<file path="src/design/mcer_pkg.sv">
// shared constants, types and helpers of the multi-channel echo ranger
package mcer_pkg;

	// channel count and timer width
	localparam int CHANNELS   = 3;
	localparam int TIMER_BITS = 16;

	// register widths and reset values
	localparam int MIN_W     = 16;
	localparam int TRIG_W    = 8;
	localparam int LIMIT_W   = 16;
	localparam int CFG_IDX_W = 2;
	localparam int CFG_DAT_W = 16;

	localparam logic [MIN_W-1:0]   MIN_PULSE_RST = MIN_W'(100);
	localparam logic [TRIG_W-1:0]  TRIGGER_RST   = TRIG_W'(10);
	localparam logic [LIMIT_W-1:0] LIMIT_RST     = '0;

	// register indexes
	typedef enum logic [CFG_IDX_W-1:0] {
		REG_MIN_PULSE = 2'd0,
		REG_TRIGGER   = 2'd1,
		REG_OBSTACLE  = 2'd2
	} mcer_reg_t;

	// distance field
	localparam int DIST_W = 15;
	localparam logic [DIST_W-1:0] DIST_MAX = '1;

	// timer compare width covers both the timer and the minimum pulse register
	localparam int CMP_W = (TIMER_BITS > MIN_W) ? TIMER_BITS : MIN_W;

	// distance = floor((8 * t + 14) / 29), the divide done by a reciprocal multiply
	localparam int NUM_W       = TIMER_BITS + 4;
	localparam int RECIP_SHIFT = NUM_W + 5;
	localparam int RECIP_W     = TIMER_BITS + 5;
	localparam int PROD_W      = NUM_W + RECIP_W;
	localparam longint unsigned RECIP_FULL =
		((64'd1 << RECIP_SHIFT) + 64'd28) / 64'd29;
	localparam logic [RECIP_W-1:0] RECIP = RECIP_W'(RECIP_FULL);
	localparam logic [NUM_W-1:0]   ROUND_BIAS = NUM_W'(14);

	// quotient compare width covers the quotient and the distance field
	localparam int QX_W = (TIMER_BITS > DIST_W) ? TIMER_BITS : DIST_W;

	// control of one lane for the current cycle
	typedef struct packed {
		logic accept;
		logic start;
		logic fin;
		logic adv_s2;
	} mcer_ctrl_t;

	// what a lane hands to the merging stage
	typedef struct packed {
		logic                  done;
		logic [TIMER_BITS-1:0] quot;
	} mcer_lane_t;

	// clamp a quotient to the distance field
	function automatic logic [DIST_W-1:0] sat_dist(input logic [TIMER_BITS-1:0] q);
		logic [QX_W-1:0] qx;
		qx = QX_W'(q);
		if (qx > QX_W'(DIST_MAX))
			return DIST_MAX;
		else
			return qx[DIST_W-1:0];
	endfunction

endpackage

</file>
<file path="src/design/mcer_if.sv">
// channel interfaces: input ticks, result items and configuration writes

interface mcer_in_if;
	logic valid;
	logic ready;
	logic echo_0;
	logic echo_1;
	logic echo_2;
	logic start_cycle;
	logic finalize;

	modport source (output valid, echo_0, echo_1, echo_2, start_cycle, finalize,
		input ready);
	modport sink (input valid, echo_0, echo_1, echo_2, start_cycle, finalize,
		output ready);
endinterface

interface mcer_out_if;
	logic        valid;
	logic        ready;
	logic        trigger;
	logic        valid_0;
	logic [14:0] distance_0;
	logic        obstacle_0;
	logic        valid_1;
	logic [14:0] distance_1;
	logic        obstacle_1;
	logic        valid_2;
	logic [14:0] distance_2;
	logic        obstacle_2;

	modport source (output valid, trigger, valid_0, distance_0, obstacle_0,
		valid_1, distance_1, obstacle_1, valid_2, distance_2, obstacle_2,
		input ready);
	modport sink (input valid, trigger, valid_0, distance_0, obstacle_0,
		valid_1, distance_1, obstacle_1, valid_2, distance_2, obstacle_2,
		output ready);
endinterface

interface mcer_cfg_if;
	logic        valid;
	logic        ready;
	logic [1:0]  index;
	logic [15:0] data;

	modport source (output valid, index, data, input ready);
	modport sink (input valid, index, data, output ready);
endinterface

</file>
<file path="src/design/mcer_lane.sv">
// one echo channel: edge detect, pulse timer, done flags and distance multiply
module mcer_lane (
	input  logic                      clk,
	input  logic                      arst_n,
	input  mcer_pkg::mcer_ctrl_t      ctrl,
	input  logic                      echo,
	input  logic [mcer_pkg::MIN_W-1:0] min_pulse_ticks,
	output mcer_pkg::mcer_lane_t      lane
);
	import mcer_pkg::*;

	localparam logic [TIMER_BITS-1:0] TMAX = '1;

	logic                  prev_q;
	logic [TIMER_BITS-1:0] timer_q;
	logic                  armed_q;
	logic [TIMER_BITS-1:0] travel_q;
	logic                  done_q;
	logic                  latched_q;

	logic                  rise;
	logic                  fall;
	logic                  armed_eff;
	logic                  done_eff;
	logic [TIMER_BITS-1:0] timer_inc;
	logic                  hit;
	logic                  done_next;

	logic [NUM_W-1:0]      num;
	logic [PROD_W-1:0]     prod;

	logic                  done_s2;
	logic [TIMER_BITS-1:0] quot_s2;

	// edge detect and the start strobe clearing the flags first
	always_comb begin
		rise      = echo & ~prev_q;
		fall      = ~echo & prev_q;
		armed_eff = armed_q & ~ctrl.start;
		done_eff  = done_q & ~ctrl.start;
		timer_inc = (timer_q == TMAX) ? timer_q : timer_q + 1'b1;
		hit       = fall & armed_eff & (CMP_W'(timer_inc) > CMP_W'(min_pulse_ticks));
		done_next = done_eff | (~rise & hit);
	end

	// channel state, updated once per transfer
	always_ff @(posedge clk or negedge arst_n) begin
		if (!arst_n) begin
			prev_q    <= 1'b0;
			timer_q   <= '0;
			armed_q   <= 1'b0;
			travel_q  <= '0;
			done_q    <= 1'b0;
			latched_q <= 1'b0;
		end else if (ctrl.accept) begin
			prev_q <= echo;
			done_q <= done_next;
			if (rise) begin
				timer_q <= '0;
				armed_q <= 1'b1;
			end else begin
				timer_q <= timer_inc;
				armed_q <= armed_eff;
				if (hit)
					travel_q <= timer_inc;
			end
			if (ctrl.fin)
				latched_q <= done_next;
		end
	end

	// rounded divide by 58 as a reciprocal multiply
	always_comb begin
		num  = {travel_q, 3'b000} + ROUND_BIAS;
		prod = PROD_W'(num) * PROD_W'(RECIP);
	end

	// second stage: flag and quotient
	always_ff @(posedge clk or negedge arst_n) begin
		if (!arst_n)
			done_s2 <= 1'b0;
		else if (ctrl.adv_s2)
			done_s2 <= latched_q;
	end

	always_ff @(posedge clk) begin
		if (ctrl.adv_s2)
			quot_s2 <= prod[RECIP_SHIFT +: TIMER_BITS];
	end

	assign lane.done = done_s2;
	assign lane.quot = quot_s2;

endmodule

</file>
<file path="src/design/mcer_merge.sv">
// merging stage: clamp, obstacle compare and the result register
module mcer_merge (
	input  logic                                           clk,
	input  logic                                           arst_n,
	input  logic                                           valid_s2,
	input  logic                                           trig_s2,
	input  mcer_pkg::mcer_lane_t [mcer_pkg::CHANNELS-1:0]  lanes,
	input  logic [mcer_pkg::LIMIT_W-1:0]                   obstacle_limit,
	output logic                                           ready_out,
	mcer_out_if.source                                     result_out
);
	import mcer_pkg::*;

	logic                               out_valid_q;
	logic                               load;
	logic [CHANNELS-1:0][DIST_W-1:0]    chan_dist;
	logic [CHANNELS-1:0]                obst;

	logic                               trig_q;
	logic [CHANNELS-1:0]                done_q;
	logic [CHANNELS-1:0][DIST_W-1:0]    dist_q;
	logic [CHANNELS-1:0]                obst_q;

	assign ready_out = ~out_valid_q | result_out.ready;
	assign load      = valid_s2 & ready_out;

	// per channel distance and obstacle flag
	always_comb begin
		for (int c = 0; c < CHANNELS; c++) begin
			chan_dist[c] = lanes[c].done ? sat_dist(lanes[c].quot) : '0;
			obst[c] = lanes[c].done && (chan_dist[c] != '0) &&
				(LIMIT_W'(chan_dist[c]) <= obstacle_limit);
		end
	end

	// result valid
	always_ff @(posedge clk or negedge arst_n) begin
		if (!arst_n)
			out_valid_q <= 1'b0;
		else if (ready_out)
			out_valid_q <= valid_s2;
	end

	// result payload
	always_ff @(posedge clk) begin
		if (load) begin
			trig_q <= trig_s2;
			for (int c = 0; c < CHANNELS; c++) begin
				done_q[c] <= lanes[c].done;
				dist_q[c] <= chan_dist[c];
				obst_q[c] <= obst[c];
			end
		end
	end

	assign result_out.valid      = out_valid_q;
	assign result_out.trigger    = trig_q;
	assign result_out.valid_0    = done_q[0];
	assign result_out.distance_0 = dist_q[0];
	assign result_out.obstacle_0 = obst_q[0];
	assign result_out.valid_1    = done_q[1];
	assign result_out.distance_1 = dist_q[1];
	assign result_out.obstacle_1 = obst_q[1];
	assign result_out.valid_2    = done_q[2];
	assign result_out.distance_2 = dist_q[2];
	assign result_out.obstacle_2 = obst_q[2];

endmodule

</file>
<file path="src/design/multi_channel_echo_ranger_top.sv">
// top level of the three-channel ultrasonic echo ranger
//
//  channel     dir  payload
//  item_in     in   echo_0..2, start_cycle, finalize (one microsecond tick)
//  result_out  out  trigger, valid/distance/obstacle per channel
//  cfg         in   index (2 bit), data (16 bit), always ready
//
// one tick is taken every clock while result_out does not stall; channel state
// updates at the input transfer and the result is offered after the lane
// multiply stage and the result register. the divide by 58 is one reciprocal
// multiply per lane, registered before the compare.
// a stall of result_out reaches item_in.ready combinationally: with the
// pipeline full, ready drops in the same cycle and three ticks wait inside.
// reset clears valids, flags and config; quotient, trigger and result payload are not reset.
module multi_channel_echo_ranger_top (
	input  logic        clk,
	input  logic        arst_n,
	mcer_in_if.sink     item_in,
	mcer_out_if.source  result_out,
	mcer_cfg_if.sink    cfg
);
	import mcer_pkg::*;

	logic [MIN_W-1:0]   min_pulse_q;
	logic [TRIG_W-1:0]  trig_ticks_q;
	logic [LIMIT_W-1:0] limit_q;
	logic [TRIG_W-1:0]  trig_rem_q;

	logic [TRIG_W-1:0]  trig_eff;
	logic               trig_now;

	logic               valid_s1;
	logic               trig_s1;
	logic               valid_s2;
	logic               trig_s2;
	logic               ready_s2;
	logic               ready_out;
	logic               accept;

	mcer_ctrl_t                ctrl;
	logic [CHANNELS-1:0]       echo;
	mcer_lane_t [CHANNELS-1:0] lanes;

	// configuration writes
	assign cfg.ready = 1'b1;

	always_ff @(posedge clk or negedge arst_n) begin
		if (!arst_n) begin
			min_pulse_q  <= MIN_PULSE_RST;
			trig_ticks_q <= TRIGGER_RST;
			limit_q      <= LIMIT_RST;
		end else if (cfg.valid) begin
			case (mcer_reg_t'(cfg.index))
				REG_MIN_PULSE: min_pulse_q  <= cfg.data[MIN_W-1:0];
				REG_TRIGGER:   trig_ticks_q <= cfg.data[TRIG_W-1:0];
				REG_OBSTACLE:  limit_q      <= cfg.data[LIMIT_W-1:0];
				default: ;
			endcase
		end
	end

	// pipeline handshake
	assign ready_s2      = ~valid_s2 | ready_out;
	assign item_in.ready = ~valid_s1 | ready_s2;
	assign accept        = item_in.valid & item_in.ready;

	assign ctrl.accept = accept;
	assign ctrl.start  = item_in.start_cycle;
	assign ctrl.fin    = item_in.finalize;
	assign ctrl.adv_s2 = valid_s1 & ready_s2;

	// trigger pulse counter, loaded by the start strobe
	assign trig_eff = item_in.start_cycle ? trig_ticks_q : trig_rem_q;
	assign trig_now = (trig_eff != '0);

	always_ff @(posedge clk or negedge arst_n) begin
		if (!arst_n)
			trig_rem_q <= '0;
		else if (accept)
			trig_rem_q <= trig_now ? trig_eff - 1'b1 : '0;
	end

	// stage valids
	always_ff @(posedge clk or negedge arst_n) begin
		if (!arst_n) begin
			valid_s1 <= 1'b0;
			valid_s2 <= 1'b0;
		end else begin
			if (item_in.ready)
				valid_s1 <= item_in.valid;
			if (ready_s2)
				valid_s2 <= valid_s1;
		end
	end

	// trigger level travelling with the item
	always_ff @(posedge clk) begin
		if (accept)
			trig_s1 <= trig_now;
		if (ctrl.adv_s2)
			trig_s2 <= trig_s1;
	end

	// lanes, one per echo channel
	assign echo = {item_in.echo_2, item_in.echo_1, item_in.echo_0};

	for (genvar c = 0; c < CHANNELS; c++) begin : g_lane
		mcer_lane u_lane (
			.clk             (clk),
			.arst_n          (arst_n),
			.ctrl            (ctrl),
			.echo            (echo[c]),
			.min_pulse_ticks (min_pulse_q),
			.lane            (lanes[c])
		);
	end

	// merge and result register
	mcer_merge u_merge (
		.clk            (clk),
		.arst_n         (arst_n),
		.valid_s2       (valid_s2),
		.trig_s2        (trig_s2),
		.lanes          (lanes),
		.obstacle_limit (limit_q),
		.ready_out      (ready_out),
		.result_out     (result_out)
	);

endmodule

</file>
<file path="src/flat_wrapper.sv">
// flat-port wrapper written by rule: the top's interface ports become plain ports
module multi_channel_echo_ranger_top_flat import mcer_pkg::*;
  (clk, arst_n, item_in_valid, item_in_echo_0, item_in_echo_1, item_in_echo_2, item_in_start_cycle, item_in_finalize, item_in_ready, result_out_valid, result_out_trigger, result_out_valid_0, result_out_distance_0, result_out_obstacle_0, result_out_valid_1, result_out_distance_1, result_out_obstacle_1, result_out_valid_2, result_out_distance_2, result_out_obstacle_2, result_out_ready, cfg_valid, cfg_index, cfg_data, cfg_ready);
  mcer_in_if item_in_i ();
  mcer_out_if result_out_i ();
  mcer_cfg_if cfg_i ();
  input  logic clk;
  input  logic arst_n;
  input wire logic [$bits(item_in_i.valid)-1:0] item_in_valid;
  input wire logic [$bits(item_in_i.echo_0)-1:0] item_in_echo_0;
  input wire logic [$bits(item_in_i.echo_1)-1:0] item_in_echo_1;
  input wire logic [$bits(item_in_i.echo_2)-1:0] item_in_echo_2;
  input wire logic [$bits(item_in_i.start_cycle)-1:0] item_in_start_cycle;
  input wire logic [$bits(item_in_i.finalize)-1:0] item_in_finalize;
  output wire logic [$bits(item_in_i.ready)-1:0] item_in_ready;
  output wire logic [$bits(result_out_i.valid)-1:0] result_out_valid;
  output wire logic [$bits(result_out_i.trigger)-1:0] result_out_trigger;
  output wire logic [$bits(result_out_i.valid_0)-1:0] result_out_valid_0;
  output wire logic [$bits(result_out_i.distance_0)-1:0] result_out_distance_0;
  output wire logic [$bits(result_out_i.obstacle_0)-1:0] result_out_obstacle_0;
  output wire logic [$bits(result_out_i.valid_1)-1:0] result_out_valid_1;
  output wire logic [$bits(result_out_i.distance_1)-1:0] result_out_distance_1;
  output wire logic [$bits(result_out_i.obstacle_1)-1:0] result_out_obstacle_1;
  output wire logic [$bits(result_out_i.valid_2)-1:0] result_out_valid_2;
  output wire logic [$bits(result_out_i.distance_2)-1:0] result_out_distance_2;
  output wire logic [$bits(result_out_i.obstacle_2)-1:0] result_out_obstacle_2;
  input wire logic [$bits(result_out_i.ready)-1:0] result_out_ready;
  input wire logic [$bits(cfg_i.valid)-1:0] cfg_valid;
  input wire logic [$bits(cfg_i.index)-1:0] cfg_index;
  input wire logic [$bits(cfg_i.data)-1:0] cfg_data;
  output wire logic [$bits(cfg_i.ready)-1:0] cfg_ready;
  assign item_in_i.valid = item_in_valid;
  assign item_in_i.echo_0 = item_in_echo_0;
  assign item_in_i.echo_1 = item_in_echo_1;
  assign item_in_i.echo_2 = item_in_echo_2;
  assign item_in_i.start_cycle = item_in_start_cycle;
  assign item_in_i.finalize = item_in_finalize;
  assign item_in_ready = item_in_i.ready;
  assign result_out_valid = result_out_i.valid;
  assign result_out_trigger = result_out_i.trigger;
  assign result_out_valid_0 = result_out_i.valid_0;
  assign result_out_distance_0 = result_out_i.distance_0;
  assign result_out_obstacle_0 = result_out_i.obstacle_0;
  assign result_out_valid_1 = result_out_i.valid_1;
  assign result_out_distance_1 = result_out_i.distance_1;
  assign result_out_obstacle_1 = result_out_i.obstacle_1;
  assign result_out_valid_2 = result_out_i.valid_2;
  assign result_out_distance_2 = result_out_i.distance_2;
  assign result_out_obstacle_2 = result_out_i.obstacle_2;
  assign result_out_i.ready = result_out_ready;
  assign cfg_i.valid = cfg_valid;
  assign cfg_i.index = cfg_index;
  assign cfg_i.data = cfg_data;
  assign cfg_ready = cfg_i.ready;
  multi_channel_echo_ranger_top u_core (.clk(clk), .arst_n(arst_n), .item_in(item_in_i), .result_out(result_out_i), .cfg(cfg_i));
endmodule
</file>
<file path="config.mk">
export PLATFORM = sky130hd
export DESIGN_NAME = multi_channel_echo_ranger_top_flat
export DESIGN_NICKNAME = d
export VERILOG_FILES = /design/src/design/mcer_pkg.sv /design/src/design/mcer_if.sv /design/src/design/mcer_lane.sv /design/src/design/mcer_merge.sv /design/src/design/multi_channel_echo_ranger_top.sv /design/src/flat_wrapper.sv
export SDC_FILE = /design/constraint.sdc
export NUM_CORES = 2
export LEC_CHECK = 0
export ABC_AREA = 1
export BUFFER_PORTS_ARGS = -buffer_cell sky130_fd_sc_hd__buf_4
export CAP_MARGIN = 0
export CORE_MARGIN = 3
export CORE_UTILIZATION = 60
export DETAILED_ROUTE_END_ITERATION = 16
export HOLD_SLACK_MARGIN = 0.05
export PLACE_DENSITY = 0.77
export SETUP_SLACK_MARGIN = 0.1
export SYNTH_ARGS = -nofsm -noshare
export SYNTH_HDL_FRONTEND = slang
export SYNTH_SLANG_ARGS = --single-unit
</file>
<file path="constraint.sdc">
create_clock -name clk -period 8.4 [get_ports clk]
set_input_delay 0.84 -clock clk [delete_from_list [all_inputs] [get_ports clk]]
set_output_delay 0.84 -clock clk [all_outputs]
set_load 0.1 [all_outputs]
</file>
==> run_results.csv <==
group,metric,value,unit
worst_setup_path,crit_path_start,"u_core.g_lane[2].u_lane.travel_q[0]$_DFFE_PN0P_",
worst_setup_path,worst-path-stages,26,
floorplan,chipWidth,258,µm
logic_synthesis,post_synth_instance_area,0.0382,mm²
worst_setup_path,critical_path.most_common_cell,"sky130_fd_sc_hd__nand2_1",
logic_synthesis,ys_dominant_reg_cell,"sky130_fd_sc_hd__dfrtp_1",
logic_synthesis,synthTopCellsByArea,"sky130_fd_sc_hd__fa_1 22%, sky130_fd_sc_hd__ha_1 20%, sky130_fd_sc_hd__inv_1 11%",
clocking,root_buffer,"sky130_fd_sc_hd__clkbuf_16",
clocking,path_clk_slew,0.06,ns
worst_setup_path,worst_case_register_to_register_setup_slack,0.90,ns
worst_setup_path,critical_path_required,8.72,ns
timing,maxSlewHeadroom,0.162,
worst_setup_path,worst_path_dominant_cell_family,"adder cells",
logic_synthesis,synthDistinctLibCells,55,
timing,hold_violations,0,
detailed_routing,vias_per_std_cell,5.36,
clocking,ctsHtreeMaxLevel,1,
worst_setup_path,worst_path_max_delay_cell,"sky130_fd_sc_hd__xnor2_1",
timing,min_period_over_period,0.893,
timing,fin_hold_ws,0.354,ns
worst_setup_path,worst-setup-path-type,"reg2reg",
cells_and_area,areaGrowthSynthToFinish,6.84,%
pwr,total_power,8.31,mW
clocking,clkSinkCount,264,
clocking,clockBufferDepth,3,
detailed_routing,post-route-drc-count,0,
cells_and_area,nNetsFinal,5896,
global_routing,via_count_of_the_first_global_routing_pass,30618,
placement,place.detailed.hpwl,84.1,mm
placement,place_ws,0.916,ns
global_routing,antenna_found_initial,1,
run_status,run_status,"completed",
clocking,cts-resized-gates,0,
worst_setup_path,critical_path_peak_fanout,10,
logic_synthesis,synth_seq_area_share,0.187,
logic_synthesis,ys.warnings.count,0,
worst_setup_path,critical_path.max_stage_delay,0.98,ns
detailed_routing,via_count,30551,
detailed_routing,firstDrtPassIters,6,
detailed_routing,number_of_drc_violations_after_detailed_routing_iteration_0,2353,
cells_and_area,post_route_cells_drive_above_1_share,0.0446,
logic_synthesis,ys_seq_elements,264,
global_routing,global_route_total_overflow,0,
cells_and_area,diodes,0,
clocking,tritoncts_clock_tree,"built",
floorplan,num_io_pins,83,
timing,setup_repair_after_global_routing_missed_its_margin,"no",
detailed_routing,routed_wirelength,98.4,mm
worst_setup_path,reg2regPathDepth,26,
logic_synthesis,syn-mean-instance-area,8.02,µm²
worst_setup_path,reg2reg_to,"u_core.g_lane[2].u_lane.quot_s2[3]$_DFFE_PP_",
worst_setup_path,r2r_start,"u_core.g_lane[2].u_lane.travel_q[0]$_DFFE_PN0P_",
floorplan,floorplan.core_area,0.0623,mm²
logic_synthesis,syn_inst,4761,
worst_setup_path,crit_end,"u_core.g_lane[2].u_lane.quot_s2[3]$_DFFE_PP_",
logic_synthesis,biggest_area_consumer_among_synthesized_cells,"sky130_fd_sc_hd__fa_1",
clocking,holdBufCountCts,0,
hold_path,hp-class,"in2async",
cells_and_area,final_cell_mix,"1121 x sky130_fd_sc_hd__inv_1, 1080 x sky130_fd_sc_hd__nand2_1, 602 x sky130_fd_sc_hd__ha_1",
logic_synthesis,number_of_enable_type_register_cells_in_the_synthesized_netlist,102,
timing,timing_worst_slew_pin_value,1.25,ns
clocking,tritoncts_buffer_count,31,
global_routing,first_pass_grt_wire_length,160,mm
timing,final-max-slew-violation-count,0,
worst_setup_path,cp_num_buf_inv,4,
logic_synthesis,synth-async-reset-ratio,0.614,
worst_setup_path,critPathCaptureType,"register",
floorplan,die_area,0.0667,mm²
clocking,cts.repair_timing.setup_buffer_count,0,
worst_setup_path,startpoint_type,"register",
timing,layout_setup_ws,0.896,ns
detailed_routing,wl_per_cell,17.3,µm
pwr,power.leakage,23.5,nW
global_routing,gr-usage-all-layers,0.300,
placement,placement.io_buffers,81,
pwr,ir_drop,0.198,mV
cells_and_area,utilization,0.655,
logic_synthesis,syn_nets,5816,
cells_and_area,mostFrequentLayoutCell,"sky130_fd_sc_hd__inv_1",
placement,gp_routability_congestion,1.01,
floorplan,initial_utilization,0.613,
clocking,worst_skew_pair.late_latency,0.58,ns
floorplan,die-height,258,µm
timing,fin_skew,0.0206,ns
timing,period_minus_slack,7.50,ns
flow_run,max_cap_viol_count,0,
timing,sum_neg_setup_slack,0,ns
timing,total_setup_violations_reported_at_the_end_of_the_flow,0,
detailed_routing,drtAntennaViolNets,0,
worst_setup_path,worst-endpoint-arrival,7.82,ns
global_routing,pin_count_of_the_biggest_net_entering_global_routing,98,
pwr,power_density,204,mW/mm²
floorplan,floorplan.rows,91,
timing,max_freq,0.133,GHz
logic_synthesis,synth_top_area_share,0.223,
through the flow:
step                      area [µm²]  instances
final                          40800       5702
after global routing           40800       5702
after CTS                      40800       5702
after detailed placement       39700       5645
after global placement         39700       5645
after floorplan                38200       4761
worst min path at each step:
| stage | start | endpoint | cells after the start |
|---|---|---|---|
| 3_5_place_dp | u_core.trig_s2$_DFFE_PP_ | u_core.u_merge.result_out.trigger$_DFFE_PP_ | 0 |
| 2_1_floorplan | u_core.trig_s1$_DFFE_PP_ | u_core.trig_s2$_DFFE_PP_ | 0 |
| 5_1_grt | arst_n | u_core.g_lane[1].u_lane.travel_q[15]$_DFFE_PN0P_ | 1 |
| 4_1_cts | arst_n | u_core.g_lane[1].u_lane.travel_q[15]$_DFFE_PN0P_ | 1 |
| 6_report | arst_n | u_core.g_lane[1].u_lane.travel_q[13]$_DFFE_PN0P_ | 1 |
| 3_3_place_gp | u_core.trig_s1$_DFFE_PP_ | u_core.trig_s2$_DFFE_PP_ | 0 |
area by class of cell:
class	instances	area, µm²
repair buffers	99	747
fillers	5292	21500
well taps	837	1050
clock inverters	13	138
clock buffers	44	920
multi-input cells	3315	26600
flip-flops and latches	264	7120
inverters	1130	4240
synthesized netlist by cell type, types with 74 or more instances:
cell type and count:
sky130_fd_sc_hd__nand2_1 1080, sky130_fd_sc_hd__dfrtp_1 157, sky130_fd_sc_hd__xor2_1 74, sky130_fd_sc_hd__nand4_1 89, sky130_fd_sc_hd__nor2_1 410, sky130_fd_sc_hd__nand3_1 142
sky130_fd_sc_hd__o21ai_0 143, sky130_fd_sc_hd__inv_1 1123, sky130_fd_sc_hd__ha_1 602, sky130_fd_sc_hd__a21oi_1 152, sky130_fd_sc_hd__fa_1 425, sky130_fd_sc_hd__edfxtp_1 102
logic make-up after synthesis:
family          synth area share
flops                      0.187
mux                     0.000262
other cells            0.0000982
simple gates               0.198
xor+xnor                  0.0228
fa+ha+maj                  0.420
compound gates            0.0548
buf+inv                    0.118
registers in the layout (all words and copies together), names as in the netlist, 3 cells and up:
register	flops
u_core.u_merge.result_out.distance_0	15
u_core.g_lane.u_lane.done_s2	3
u_core.min_pulse_q	16
u_core.u_merge.done_q	3
u_core.u_merge.obst_q	3
u_core.g_lane.u_lane.travel_q	48
u_core.g_lane.u_lane.timer_q	48
u_core.trig_rem_q	8
u_core.g_lane.u_lane.prev_q	3
u_core.g_lane.u_lane.done_q	3
u_core.g_lane.u_lane.quot_s2	48
u_core.g_lane.u_lane.latched_q	3
u_core.g_lane.u_lane.armed_q	3
u_core.limit_q	16
u_core.u_merge.result_out.distance_2	15
u_core.u_merge.result_out.distance_1	15
u_core.trig_ticks_q	8
worst register-to-register path: stages, from the launching register on:
cell and delay [ns]:
sky130_fd_sc_hd__dfrtp_1 0.56, sky130_fd_sc_hd__ha_1 0.29, sky130_fd_sc_hd__nand2_1 0.07, sky130_fd_sc_hd__nor2_1 0.24, sky130_fd_sc_hd__nand2_1 0.15, sky130_fd_sc_hd__xnor2_1 0.98
sky130_fd_sc_hd__fa_1 0.61, sky130_fd_sc_hd__fa_1 0.47, sky130_fd_sc_hd__ha_1 0.32, sky130_fd_sc_hd__fa_1 0.51, sky130_fd_sc_hd__inv_1 0.06, sky130_fd_sc_hd__fa_1 0.53
sky130_fd_sc_hd__inv_1 0.05, sky130_fd_sc_hd__fa_1 0.47, sky130_fd_sc_hd__inv_1 0.06, sky130_fd_sc_hd__fa_1 0.51, sky130_fd_sc_hd__inv_1 0.04, sky130_fd_sc_hd__ha_1 0.31
sky130_fd_sc_hd__nand2_1 0.10, sky130_fd_sc_hd__nor2_1 0.15, sky130_fd_sc_hd__nand3_1 0.18, sky130_fd_sc_hd__nand3_1 0.19, sky130_fd_sc_hd__nand2_1 0.07, sky130_fd_sc_hd__nand2_1 0.11
sky130_fd_sc_hd__nand2_1 0.08, sky130_fd_sc_hd__nand3_1 0.07, sky130_fd_sc_hd__nand2_1 0.09
report_power, final:
group,leakage [nW],internal [mW],switching [mW]
Combinational,19.9,1.64,3.52
Clock,0.529,0.825,0.562
Sequential,3.14,1.62,0.151
Total,23.5,4.08,4.23
metal layers:
layer  routed length [µm]  GRT usage  vias to the layer above
li1                     -          -                    14864
met4                 3140     0.0844                        0
met5                    0          0                        -
met2                44100      0.483                     1074
met1                43600      0.424                    14430
met3                 7540     0.0488                      183
(Power assumes the default switching activity.)
